--- src/design/ctlp_pkg.sv ---
// ----------------------------------------------------------------------------
// ctlp_pkg
// Shared types, token numbers and helpers for the text CAN log line parser.
// ----------------------------------------------------------------------------
package ctlp_pkg;

  localparam int MAX_DATA_BYTES = 8;
  localparam int DATA_IDX_W     = $clog2(MAX_DATA_BYTES);

  localparam logic [3:0] TOK_TIME  = 4'd0;
  localparam logic [3:0] TOK_ID    = 4'd2;
  localparam logic [3:0] TOK_TYPE  = 4'd3;
  localparam logic [3:0] TOK_BUS   = 4'd4;
  localparam logic [3:0] TOK_LEN   = 4'd5;
  localparam logic [3:0] TOK_DATA0 = 4'd6;
  localparam logic [3:0] TOK_LAST  = 4'd15;

  localparam logic [7:0] CHAR_NL  = 8'h0A;
  localparam logic [7:0] CHAR_TAB = 8'h09;
  localparam logic [7:0] CHAR_SP  = 8'h20;
  localparam logic [7:0] CHAR_S   = 8'h53;
  localparam logic [7:0] CHAR_X   = 8'h58;

  typedef enum logic [1:0] {
    STATUS_OK       = 2'd0,
    STATUS_BAD_TYPE = 2'd1,
    STATUS_BAD_LEN  = 2'd2
  } ctlp_status_t;

  typedef enum logic [1:0] {
    TYPE_NONE  = 2'd0,
    TYPE_S     = 2'd1,
    TYPE_X     = 2'd2,
    TYPE_OTHER = 2'd3
  } ctlp_type_t;

  typedef enum logic [1:0] {
    KIND_NONE = 2'd0,
    KIND_DEC  = 2'd1,
    KIND_HEX  = 2'd2
  } ctlp_kind_t;

  // classified character as it travels through the queue
  typedef struct packed {
    logic       nl;
    logic       sep;
    logic       is_s;
    logic       is_x;
    logic       dec_ok;
    logic       hex_ok;
    logic [3:0] digit;
  } ctlp_item_t;

  typedef struct packed {
    ctlp_status_t status;
    logic [31:0]  time_us;
    logic [28:0]  can_id;
    logic         is_extended;
    logic [3:0]   bus_index;
    logic [3:0]   data_length;
    logic [63:0]  payload;
  } ctlp_frame_t;

  function automatic ctlp_kind_t token_kind(input logic [3:0] t);
    ctlp_kind_t k;
    k = KIND_NONE;
    if (t == TOK_TIME || t == TOK_BUS || t == TOK_LEN) begin
      k = KIND_DEC;
    end else if (t == TOK_ID ||
                 (t >= TOK_DATA0 && t < TOK_DATA0 + 4'(MAX_DATA_BYTES))) begin
      k = KIND_HEX;
    end
    return k;
  endfunction

endpackage

--- src/design/ctlp_front.sv ---
// ----------------------------------------------------------------------------
// ctlp_front
// Accepts characters, classifies them and holds them in a two-entry queue.
// ----------------------------------------------------------------------------
module ctlp_front
  import ctlp_pkg::*;
(
  input  logic       clk,
  input  logic       rst,
  input  logic       rx_valid,
  output logic       rx_ready,
  input  logic [7:0] rx_byte,
  output logic       item_valid,
  input  logic       item_ready,
  output ctlp_item_t item
);

  ctlp_item_t cls;
  ctlp_item_t queue [2];
  logic       wr_ptr;
  logic       rd_ptr;
  logic [1:0] count;
  logic       push;
  logic       pop;

  always_comb begin
    cls        = '0;
    cls.nl     = (rx_byte == CHAR_NL);
    cls.sep    = (rx_byte == CHAR_SP) || (rx_byte == CHAR_TAB);
    cls.is_s   = (rx_byte == CHAR_S);
    cls.is_x   = (rx_byte == CHAR_X);
    if (rx_byte inside {[8'h30:8'h39]}) begin
      cls.dec_ok = 1'b1;
      cls.hex_ok = 1'b1;
      cls.digit  = 4'(rx_byte - 8'h30);
    end else if (rx_byte inside {[8'h61:8'h66]}) begin
      cls.hex_ok = 1'b1;
      cls.digit  = 4'(rx_byte - 8'h57);
    end else if (rx_byte inside {[8'h41:8'h46]}) begin
      cls.hex_ok = 1'b1;
      cls.digit  = 4'(rx_byte - 8'h37);
    end
  end

  assign rx_ready   = (count != 2'd2);
  assign push       = rx_valid && rx_ready;
  assign item_valid = (count != 2'd0);
  assign pop        = item_valid && item_ready;
  assign item       = queue[rd_ptr];

  always_ff @(posedge clk) begin
    if (push) begin
      queue[wr_ptr] <= cls;
    end
  end

  always_ff @(posedge clk) begin
    if (rst) begin
      wr_ptr <= 1'b0;
      rd_ptr <= 1'b0;
      count  <= 2'd0;
    end else begin
      if (push) begin
        wr_ptr <= ~wr_ptr;
      end
      if (pop) begin
        rd_ptr <= ~rd_ptr;
      end
      count <= count + 2'(push) - 2'(pop);
    end
  end

endmodule

--- src/design/ctlp_back.sv ---
// ----------------------------------------------------------------------------
// ctlp_back
// Token state machine: collects fields and emits one frame per line.
// ----------------------------------------------------------------------------
module ctlp_back
  import ctlp_pkg::*;
(
  input  logic        clk,
  input  logic        rst,
  input  logic        item_valid,
  output logic        item_ready,
  input  ctlp_item_t  item,
  output logic        frame_valid,
  input  logic        frame_ready,
  output ctlp_frame_t frame
);

  logic [3:0]  token_number, token_number_next;
  logic        in_token, in_token_next;
  logic        token_stopped, token_stopped_next;
  logic [31:0] field_accum, field_accum_next;
  logic [31:0] stamp_reg, stamp_next;
  logic [28:0] ident_reg, ident_next;
  ctlp_type_t  type_flags, type_next;
  logic [3:0]  bus_reg, bus_next;
  logic [3:0]  length_reg, length_next;
  logic [7:0]  data_store [MAX_DATA_BYTES];
  logic [7:0]  data_next [MAX_DATA_BYTES];
  logic        frame_valid_next;

  // values after closing the open token
  logic [31:0] stamp_c;
  logic [28:0] ident_c;
  logic [3:0]  bus_c;
  logic [3:0]  length_c;
  logic [7:0]  data_c [MAX_DATA_BYTES];
  logic        commit;
  logic        pop;
  ctlp_frame_t result;
  ctlp_kind_t  kind;
  logic [31:0] acc_base;
  logic        digit_ok;
  logic [DATA_IDX_W-1:0] data_idx;

  assign item_ready = !item.nl || !frame_valid || frame_ready;
  assign pop        = item_valid && item_ready;
  assign commit     = in_token && (item.nl || item.sep);
  assign kind       = token_kind(token_number);
  assign data_idx   = DATA_IDX_W'(token_number - TOK_DATA0);

  always_comb begin
    stamp_c  = stamp_reg;
    ident_c  = ident_reg;
    bus_c    = bus_reg;
    length_c = length_reg;
    data_c   = data_store;
    if (commit) begin
      case (token_number)
        TOK_TIME: stamp_c = field_accum;
        TOK_ID:   ident_c = field_accum[28:0];
        TOK_BUS:  bus_c = field_accum[3:0];
        TOK_LEN:  length_c = (field_accum > 32'd15) ? 4'd15 : field_accum[3:0];
        default: begin
          if (token_number >= TOK_DATA0 &&
              token_number < TOK_DATA0 + 4'(MAX_DATA_BYTES)) begin
            data_c[data_idx] = field_accum[7:0];
          end
        end
      endcase
    end
  end

  always_comb begin
    result             = '0;
    result.time_us     = stamp_c;
    result.can_id      = ident_c;
    result.is_extended = (type_flags == TYPE_X);
    result.bus_index   = bus_c;
    result.data_length = length_c;
    if (type_flags != TYPE_S && type_flags != TYPE_X) begin
      result.status = STATUS_BAD_TYPE;
    end else if (length_c > 4'(MAX_DATA_BYTES)) begin
      result.status = STATUS_BAD_LEN;
    end else begin
      result.status = STATUS_OK;
    end
    for (int k = 0; k < MAX_DATA_BYTES; k++) begin
      if (length_c <= 4'(MAX_DATA_BYTES) && 4'(k) < length_c) begin
        result.payload[8*k +: 8] = data_c[k];
      end
    end
  end

  always_comb begin
    acc_base = in_token ? field_accum : 32'd0;
    case (kind)
      KIND_DEC: digit_ok = item.dec_ok;
      KIND_HEX: digit_ok = item.hex_ok;
      default:  digit_ok = 1'b0;
    endcase
  end

  always_comb begin
    token_number_next  = token_number;
    in_token_next      = in_token;
    token_stopped_next = token_stopped;
    field_accum_next   = field_accum;
    stamp_next         = stamp_reg;
    ident_next         = ident_reg;
    type_next          = type_flags;
    bus_next           = bus_reg;
    length_next        = length_reg;
    data_next          = data_store;
    frame_valid_next   = frame_valid && !frame_ready;
    if (pop) begin
      if (item.nl) begin
        frame_valid_next   = 1'b1;
        token_number_next  = TOK_TIME;
        in_token_next      = 1'b0;
        token_stopped_next = 1'b0;
        field_accum_next   = '0;
        stamp_next         = '0;
        ident_next         = '0;
        type_next          = TYPE_NONE;
        bus_next           = '0;
        length_next        = '0;
        for (int k = 0; k < MAX_DATA_BYTES; k++) begin
          data_next[k] = '0;
        end
      end else if (item.sep) begin
        stamp_next  = stamp_c;
        ident_next  = ident_c;
        bus_next    = bus_c;
        length_next = length_c;
        data_next   = data_c;
        if (in_token) begin
          in_token_next      = 1'b0;
          token_stopped_next = 1'b0;
          if (token_number < TOK_LAST) begin
            token_number_next = token_number + 4'd1;
          end
        end
      end else begin
        in_token_next = 1'b1;
        if (!in_token) begin
          token_stopped_next = 1'b0;
          field_accum_next   = '0;
          if (token_number == TOK_TYPE) begin
            type_next = item.is_s ? TYPE_S : (item.is_x ? TYPE_X : TYPE_OTHER);
          end
        end
        if (!in_token || !token_stopped) begin
          if (!digit_ok) begin
            token_stopped_next = 1'b1;
          end else if (kind == KIND_DEC) begin
            field_accum_next = (acc_base << 3) + (acc_base << 1) + 32'(item.digit);
          end else begin
            field_accum_next = {acc_base[27:0], item.digit};
          end
        end
      end
    end
  end

  always_ff @(posedge clk) begin
    if (rst) begin
      token_number  <= TOK_TIME;
      in_token      <= 1'b0;
      token_stopped <= 1'b0;
      field_accum   <= '0;
      stamp_reg     <= '0;
      ident_reg     <= '0;
      type_flags    <= TYPE_NONE;
      bus_reg       <= '0;
      length_reg    <= '0;
      for (int k = 0; k < MAX_DATA_BYTES; k++) begin
        data_store[k] <= '0;
      end
      frame_valid   <= 1'b0;
    end else begin
      token_number  <= token_number_next;
      in_token      <= in_token_next;
      token_stopped <= token_stopped_next;
      field_accum   <= field_accum_next;
      stamp_reg     <= stamp_next;
      ident_reg     <= ident_next;
      type_flags    <= type_next;
      bus_reg       <= bus_next;
      length_reg    <= length_next;
      data_store    <= data_next;
      frame_valid   <= frame_valid_next;
    end
  end

  // output register
  always_ff @(posedge clk) begin
    if (pop && item.nl) begin
      frame <= result;
    end
  end

endmodule

--- src/design/can_text_line_parser.sv ---
// ----------------------------------------------------------------------------
// can_text_line_parser
// Parses ASCII CAN log lines into decoded frames, one character per request.
// ----------------------------------------------------------------------------
// Takes one character per cycle while the queue has room. Each character is
// classified on entry and waits in a two-entry queue; the token logic behind
// it handles one queued character per cycle, except a newline held back by a
// pending frame. A newline produces one frame: it passes through the queue
// and is then written into the output register when the token logic takes it.
// The input keeps flowing while a frame waits; only a second newline waits
// until the pending frame is taken, and the input stops once the queue fills.
module can_text_line_parser
  import ctlp_pkg::*;
(
  input  logic        clk,
  input  logic        rst,
  input  logic        rx_valid,
  output logic        rx_ready,
  input  logic [7:0]  rx_byte,
  output logic        frame_valid,
  input  logic        frame_ready,
  output logic [1:0]  frame_status,
  output logic [31:0] time_us,
  output logic [28:0] can_id,
  output logic        is_extended,
  output logic [3:0]  bus_index,
  output logic [3:0]  data_length,
  output logic [63:0] payload
);

  logic        item_valid;
  logic        item_ready;
  ctlp_item_t  item;
  ctlp_frame_t frame;

  ctlp_front u_front (
    .clk        (clk),
    .rst        (rst),
    .rx_valid   (rx_valid),
    .rx_ready   (rx_ready),
    .rx_byte    (rx_byte),
    .item_valid (item_valid),
    .item_ready (item_ready),
    .item       (item)
  );

  ctlp_back u_back (
    .clk         (clk),
    .rst         (rst),
    .item_valid  (item_valid),
    .item_ready  (item_ready),
    .item        (item),
    .frame_valid (frame_valid),
    .frame_ready (frame_ready),
    .frame       (frame)
  );

  assign frame_status = frame.status;
  assign time_us      = frame.time_us;
  assign can_id       = frame.can_id;
  assign is_extended  = frame.is_extended;
  assign bus_index    = frame.bus_index;
  assign data_length  = frame.data_length;
  assign payload      = frame.payload;

`ifndef SYNTH
  a_ok_len: assert property (@(posedge clk) disable iff (rst)
    frame_valid && frame_status == STATUS_OK |-> data_length <= 4'(MAX_DATA_BYTES))
    else $error("ok frame with length above limit");

  a_ext_type: assert property (@(posedge clk) disable iff (rst)
    frame_valid && is_extended |-> frame_status != STATUS_BAD_TYPE)
    else $error("extended frame flagged as bad type");

  a_len_payload: assert property (@(posedge clk) disable iff (rst)
    frame_valid && data_length > 4'(MAX_DATA_BYTES) |-> payload == 64'd0)
    else $error("payload not cleared for oversize length");

  a_status_code: assert property (@(posedge clk) disable iff (rst)
    frame_valid |-> frame_status == STATUS_OK || frame_status == STATUS_BAD_TYPE ||
                    frame_status == STATUS_BAD_LEN)
    else $error("unknown frame status");
`endif

endmodule
--- config.mk ---
export PLATFORM = sky130hd
export DESIGN_NAME = can_text_line_parser
export DESIGN_NICKNAME = d
export VERILOG_FILES = /design/src/design/ctlp_pkg.sv /design/src/design/ctlp_front.sv /design/src/design/ctlp_back.sv /design/src/design/can_text_line_parser.sv
export SDC_FILE = /design/constraint.sdc
export NUM_CORES = 1
export LEC_CHECK = 0
export ABC_AREA = 1
export BUFFER_PORTS_ARGS = -buffer_cell sky130_fd_sc_hd__buf_2
export CAP_MARGIN = 10
export CORE_UTILIZATION = 41
export CTS_CLUSTER_SIZE = 14
export DETAILED_ROUTE_END_ITERATION = 12
export GPL_ROUTABILITY_DRIVEN = 0
export HOLD_SLACK_MARGIN = 0.02
export SYNTH_ARGS = -nofsm -noshare
export SYNTH_HDL_FRONTEND = slang
export SYNTH_SLANG_ARGS = --single-unit
export TNS_END_PERCENT = 100
--- constraint.sdc ---
create_clock -name clk -period 5.4 [get_ports clk]
set_input_delay 0.54 -clock clk [delete_from_list [all_inputs] [get_ports clk]]
set_output_delay 0.54 -clock clk [all_outputs]
set_load 0.005 [all_outputs]
; Yosys cells after proc, flatten, opt, wreduce, memory -nomap -nowiden
; Memory sizes are Yosys's and may differ from the RTL's. A register that Yosys moved wholly into a read port is not among the register bits.
; Cells that the tools add are included.
[totals]
reg_bits = 314
mem_bits_rw = 20
inputBits = 12
word_cells = 195
n_memories = 1
[op_classes]
addsub = 9
n_lt_le_gt_ge = 22
n_eq_ne = 18
muxes = 63
bitwise_logic = 3
n_reduce_logical = 44
[memory_table]
columns = name, words, word_bits, rd, rd_ports_with_merged_regs, wr, line_no
row1 = u_front.queue, 2, 10, 1, 1, 1, ctlp_front.sv:19  ; ctlp_item_t queue [2];
[op_table]
columns = operator, n
row1 = $mux W32, 10
row2 = $mux W64, 5
row3 = $mux W29, 4
row4 = $bwmux W64, 1
row5 = $mux W4, 13
row6 = $add A32 B32 Y32, 1
row7 = $add A32 B4 Y32, 1
row8 = $gt A32 B4 Y1 const B, 1
row9 = $demux W8 S3, 1
row10 = $logic_and A1 B1 Y1, 19
row11 = $eq A8 B4 Y1 const B, 2
row12 = $eq A8 B7 Y1 const B, 2
row13 = $ge A8 B7 Y1 const B, 2
row14 = $le A8 B7 Y1 const B, 2
row15 = $lt A3 B4 Y1 const A, 4
row16 = $mux W1, 16
row17 = $mux W2, 8
row18 = $mux W5, 3
row19 = $reduce_bool A2 Y1, 5
row20 = $eq A4 B2 Y1 const B, 2
row21 = $eq A4 B3 Y1 const B, 2
row22 = $eq A8 B6 Y1 const B, 1
row23 = $ge A8 B6 Y1 const B, 1
row24 = $le A8 B6 Y1 const B, 1
row25 = other kinds (29), 52

; Logic depth before layout (Yosys ltp)
[logic_depth]
depth_word = 12
ltp_mapped = 27
ltp_nobuf = 26

; By module
; A second synthesis with hierarchy kept.
[unflattened]
cells_unflattened = 2032
area_unflattened_um2 = 16449.5
[by_module_without_submodules]
columns = module, instances, cells_each, area_per_inst_um2, seq_area_each_um2
row1 = ctlp_back, 1, 1913, 15188.3, 7567.3
row2 = ctlp_front, 1, 119, 1261.2, 700.7

; Worst setup path before layout
; OpenSTA, ideal clock, no wires.
[synth_path]
kind = register to register
startpoint = reg with a tool-made name
endpoint = reg u_back.frame[0] (netlist name)
setup_time_ns = 0.490
arrival_time_ns = 3.607
t_required_ns = 4.910
slack_ns = 1.304
stages_incl_launch_ff = 8
path_buffers = 1
synth_period_minus_slack_ns = 4.096
cell_sequence = dfxtp_1 buf_6 inv_4 nand2_2 nand2_4 a21oi_2 nand2_1 inv_1

; Worst setup path after layout
[layout_path]
startpoint = reg u_back.token_number[0]
endpoint = reg u_back.data_store[51] (netlist bit)
[layout_between]
elab_chain_cells = 12
[layout_lines]
columns = element, line_no
row1 = "start, declared", ctlp_back.sv:18  ; logic [3:0] token_number, token_number_next;
row2 = "start signal, assigned", ctlp_back.sv:181  ; token_number <= token_number_next;
row3 = $sub A3 B3 Y3, ctlp_back.sv:49  ; assign data_idx = DATA_IDX_W'(token_number - TOK_DATA0);
row4 = $not A3 Y4 (not written as such), ctlp_back.sv:66  ; data_c[data_idx] = field_accum[7:0];
row5 = $ge A4 B4 Y1 (not written as such) or $lt A4 B1 Y1 (tied branches), ctlp_back.sv:66
row6 = $logic_and A1 B1 Y1 (not written as such), ctlp_back.sv:66
row7 = $mux W8 (not written as such), ctlp_back.sv:66
row8 = $demux W8 S3, ctlp_back.sv:66
row9 = $bwmux W64, ctlp_back.sv:66
row10 = $mux W64, ctlp_back.sv:64  ; if (token_number >= TOK_DATA0 &&
row11 = $mux W64 (*), ctlp_back.sv:58  ; case (token_number)
row12 = $mux W64 (*), ctlp_back.sv:57  ; if (commit) begin
row13 = $mux W64 (*), ctlp_back.sv:130  ; end else if (item.sep) begin
row14 = $mux W64 (*), ctlp_back.sv:116  ; if (item.nl) begin
row15 = "end signal, assigned", ctlp_back.sv:190  ; data_store <= data_next;
row16 = "end, declared", ctlp_back.sv:27  ; logic [7:0] data_store [MAX_DATA_BYTES];
; Mark *: on every way between the ends. The rest lies on a longest branch, timed or not. The select of a mux whose other input is x is not followed.
; A chain may end at the register's enable or synchronous reset.

==> flow_summary.html <==
<table>
<tr><th>Metric</th><th>Value</th></tr>
<tr><th colspan="2">Yosys</th></tr>
<tr><td>Share of synthesized registers carrying an async set or reset</td><td>0%</td></tr>
<tr><td>Sequential area share after synthesis</td><td>49.8%</td></tr>
<tr><td>Cell area after synthesis</td><td>approximately 0.017 mm^2</td></tr>
<tr><td>Flip-flop and latch count after synthesis</td><td>335</td></tr>
<tr><td>Warnings, synthesis</td><td>0</td></tr>
<tr><td>Avg Cell Area, Syn</td><td>between 8 and 9 um^2</td></tr>
<tr><td>Most frequently used flop master after synthesis</td><td>dfxtp_1</td></tr>
<tr><td>Post-synthesis cell type count</td><td>between 50 and 60</td></tr>
<tr><td>Number of standard cells after synthesis</td><td>roughly 2100</td></tr>
<tr><td>Number of enable flip-flop cells after synthesis</td><td>roughly 160</td></tr>
<tr><td>Post-Syn Nets</td><td>between 2000 and 2500</td></tr>
<tr><th colspan="2">Timing</th></tr>
<tr><td>Hold Fails Final Rpt</td><td>0</td></tr>
<tr><td>Count of final max-slew check failures</td><td>0</td></tr>
<tr><td>Shortest period the worst path allows</td><td>around 3.9 ns</td></tr>
<tr><td>Fmax</td><td>around 250 MHz</td></tr>
<tr><td>Transition time at the pin with the least slew margin</td><td>~1.1 ns</td></tr>
<tr><td>Rel. slew slack</td><td>approximately a quarter</td></tr>
<tr><td>Setup repair after global routing missed its margin</td><td>no</td></tr>
<tr><td>Share of the cycle needed by the critical path after routing</td><td>between 70% and 80%</td></tr>
<tr><td>Worst Clk Skew</td><td>~0.012 ns</td></tr>
<tr><td>Post-Route Setup TNS</td><td>0 ns</td></tr>
<tr><td>Finish-stage setup viols</td><td>0</td></tr>
<tr><th colspan="2">Detailed routing</th></tr>
<tr><td>Final WL</td><td>42.8 mm</td></tr>
<tr><td>Routed length per instance</td><td>around 16 um</td></tr>
<tr><td>Count of nets left with antenna violations after detail routing</td><td>0</td></tr>
<tr><td>Top routing layer in use</td><td>met4</td></tr>
<tr><td>Metal-1 WL</td><td>about 20 mm</td></tr>
<tr><td>Number of search-and-repair iterations in the first detailed-routing pass</td><td>5</td></tr>
<tr><td>Number of vias per cell after detailed routing</td><td>around 5</td></tr>
<tr><td>Detailed route wirelength on metal3</td><td>roughly 2.2 mm</td></tr>
<tr><td>Drt drc</td><td>0</td></tr>
<tr><td>Starting DRT DRC Count</td><td>between 900 and 1000</td></tr>
<tr><td>Number of vias in the routed layout</td><td>roughly 14000</td></tr>
<tr><td>Met2 Wirelength</td><td>about 19 mm</td></tr>
<tr><th colspan="2">Setup path</th></tr>
<tr><td>Critical path class</td><td>reg -&gt; reg</td></tr>
<tr><td>Setup crit start kind</td><td>flop</td></tr>
<tr><td>Kind of end point of the critical path</td><td>flop</td></tr>
<tr><td>CP Max Fanout</td><td>34</td></tr>
<tr><td>Arrival time reported for the critical path endpoint</td><td>between 4 and 5 ns</td></tr>
<tr><td>Worst-case register-to-register setup slack</td><td>approximately 1.5 ns</td></tr>
<tr><td>Required time worst endpoint</td><td>approximately 5.8 ns</td></tr>
<tr><th colspan="2">Pwr</th></tr>
<tr><td>Part of the total power dissipated in combinational logic</td><td>around a quarter</td></tr>
<tr><td>Power density over cell area</td><td>about 400 mW/mm^2</td></tr>
<tr><td>Reg power frac</td><td>between 40 and 50%</td></tr>
<tr><td>Sw frac</td><td>between 30% and 40%</td></tr>
<tr><td>Power Internal</td><td>between 0.005 and 0.006 W</td></tr>
<tr><td>Switching power of the nets</td><td>around 0.0026 W</td></tr>
<tr><td>Clock share of power</td><td>roughly a third</td></tr>
<tr><td>Maximum ir drop on the vdd rail</td><td>0.252 mV</td></tr>
<tr><td>Leak Pwr</td><td>7.46 nW</td></tr>
<tr><th colspan="2">Cells and area</th></tr>
<tr><td>Final design instance area without fill</td><td>approximately 0.019 mm^2</td></tr>
<tr><td>Commonest non-fill, non-tap cell in the layout</td><td>nand2_1</td></tr>
<tr><td>Largest Register</td><td>u_back.frame</td></tr>
<tr><td>Largest regs</td><td>u_back.frame (136), u_back.data_store (64)</td></tr>
<tr><td>Largest register FFs</td><td>approximately 140</td></tr>
<tr><td>Most frequent cells in the layout</td><td>nand2_1, a21oi_1, inv_1</td></tr>
<tr><td>Layout cell share with drive strength beyond 1</td><td>13.1%</td></tr>
<tr><td># diodes</td><td>0</td></tr>
<tr><td>Area grow syn2layout</td><td>14.7%</td></tr>
<tr><td>Post-layout net count</td><td>2261</td></tr>
<tr><td>Number of fill cells</td><td>between 3000 and 4000</td></tr>
<tr><th colspan="2">Global routing</th></tr>
<tr><td>Initial antenna violation count</td><td>0</td></tr>
<tr><td>Vias in the first global route</td><td>about 13000</td></tr>
<tr><td>Overflow left after global routing</td><td>0</td></tr>
<tr><td>Wire length of the first global-routing pass</td><td>67.9 mm</td></tr>
<tr><td>Overall track demand over capacity in global routing</td><td>between 20% and 30%</td></tr>
<tr><td>Pin count of the biggest net entering global routing</td><td>106</td></tr>
<tr><th colspan="2">Placed design</th></tr>
<tr><td>Detail Placement HPWL</td><td>around 30 mm</td></tr>
<tr><td>Post-detailed-placement cell area</td><td>between 0.015 and 0.02 mm^2</td></tr>
<tr><td>IO buf count</td><td>around 150</td></tr>
<tr><th colspan="2">Clock network</th></tr>
<tr><td>Post-cts sizing count</td><td>0</td></tr>
<tr><td>Post-CTS Setup Inserts</td><td>0</td></tr>
<tr><td>Clock buffers created by TritonCTS</td><td>38</td></tr>
<tr><td>Clock tree from TritonCTS</td><td>yes</td></tr>
<tr><td>Clock Tree Buf Depth</td><td>3</td></tr>
<tr><td>Clock-pin slew reported for the worst setup and hold paths after clock tree synthesis</td><td>0.06 ns</td></tr>
<tr><td>Clock Root Buffer</td><td>clkbuf_16</td></tr>
<tr><td>Post-CTS Hold Fix Bufs</td><td>0</td></tr>
<tr><td>Insertion delay to the later sink of the worst-skew pair</td><td>about 0.53 ns</td></tr>
<tr><td>Number of sinks driven by the clock tree</td><td>335</td></tr>
<tr><td>H-tree levels</td><td>2</td></tr>
<tr><th colspan="2">Floorplan</th></tr>
<tr><td>Initial cell density of the core</td><td>approximately two fifths</td></tr>
<tr><td>Ports</td><td>150</td></tr>
<tr><td>Total core area</td><td>0.0398 mm^2</td></tr>
<tr><td>Die Ht</td><td>203 um</td></tr>
<tr><td>Die area</td><td>0.0413 mm^2</td></tr>
<tr><td>Std-Cell Rows</td><td>73</td></tr>
<tr><td>Die X</td><td>203 um</td></tr>
<tr><th colspan="2">Run status</th></tr>
<tr><td>Outcome</td><td>completed</td></tr>
<tr><th colspan="2">Flow run</th></tr>
<tr><td>Number of maximum-capacitance constraint violations</td><td>0</td></tr>
<tr><th colspan="2">Min path</th></tr>
<tr><td>Path category of the worst min-delay check</td><td>in -&gt; reg</td></tr>
</table>
## per-layer routing
metal	vias up	track usage, %
li1	7032	-
met1	6518	29.5
met2	351	31.9
met3	59	2.57
met4	0	6.04
met5	-	0
## logic make-up (layout without fill, tap and decap cells)
logic type               after synthesis  in the layout  share of synthesized area (%)
AO/OA/AOI/OAI                        454            454                           14.9
XOR/XNOR                               9              9                          0.475
adder cells (fa/ha/maj)               71             71                           5.40
buffers and inverters                305            452                           7.13
flip-flops                           335            335                           49.8
multiplexers                           3              3                          0.188
AND/OR/NAND/NOR                      883            883                           22.2
## cells in the mapped netlist, types with 10 or more instances
master	count	area, um^2
nand2_1	579	2170
a21oi_1	224	1120
inv_1	211	792
dfxtp_1	179	3580
nor2_1	169	634
o21ai_0	159	796
edfxtp_1	156	4680
ha_1	70	876
clkbuf_1	67	251
nand3_1	46	230
o22ai_1	19	119
or2_2	14	87.6
o211ai_1	13	97.6
nand4_1	12	75.1
nor2_2	11	68.8
inv_2	10	37.5
nor3_1	10	50.1
## per-stage QoR
| stage | total power, W | cells | hold WS, ns | setup slack [ns] | utilization (%) |
|---|---|---|---|---|---|
| floorplan | 0.00442 | 2060 | 0.426 | 1.30 | - |
| global placement | 0.00511 | 2663 | 0.436 | 1.65 | 44.7 |
| detailed placement | 0.00514 | 2663 | 0.449 | 1.50 | 44.7 |
| CTS | 0.00772 | 2732 | 0.355 | 1.48 | 47.8 |
| global route | 0.00802 | 2732 | 0.381 | 1.08 | 47.8 |
| finish | 0.00765 | 2732 | 0.374 | 1.47 | 47.8 |
## critical path: stages, from the launching register on
cell     delay (ns)
dfxtp_1        0.51
inv_1          0.20
ha_1           0.28
nand2_1        0.09
nand2_2        0.40
inv_2          0.62
nand2_1        0.18
nor2_4         0.23
nand4_1        0.56
o21ai_0        0.49
o22ai_1        0.11
inv_1          0.07
nor2_1         0.03
## power groups by stage
stage	logic (W)	clock network (W)	registers (W)
2_1_floorplan	0.00108	0	0.00333
3_3_place_gp	0.00178	0	0.00333
3_5_place_dp	0.00180	0	0.00334
4_1_cts	0.00181	0.00263	0.00328
5_1_grt	0.00198	0.00273	0.00331
6_report	0.00179	0.00258	0.00328
## path summary, 6_finish.rpt
check | depth (start not counted) | to | from
max | 12 | u_back.data_store[51]$_SDFFE_PP0P_ | u_back.token_number[0]$_SDFFE_PP0P_
min | 4 | u_back.frame_valid$_SDFF_PP0_ | frame_ready
max reg2reg | 12 | u_back.data_store[51]$_SDFFE_PP0P_ | u_back.token_number[0]$_SDFFE_PP0P_
min reg2reg | 1 | u_front.rd_ptr$_SDFFE_PP0P_ | u_front.rd_ptr$_SDFFE_PP0P_
## area by class of cell
cell class / instances / area [um^2] / share of cell area [%]
tap: 525 / 657 / 3.45
clock inverter: 21 / 216 / 1.14
timing repair buffer: 159 / 848 / 4.46
inverter: 224 / 850 / 4.46
multi-input combinational: 1420 / 7170 / 37.7
clock buffer: 48 / 1030 / 5.41
sequential: 335 / 8270 / 43.4
No activity file was read; power rests on OpenSTA's default activity.
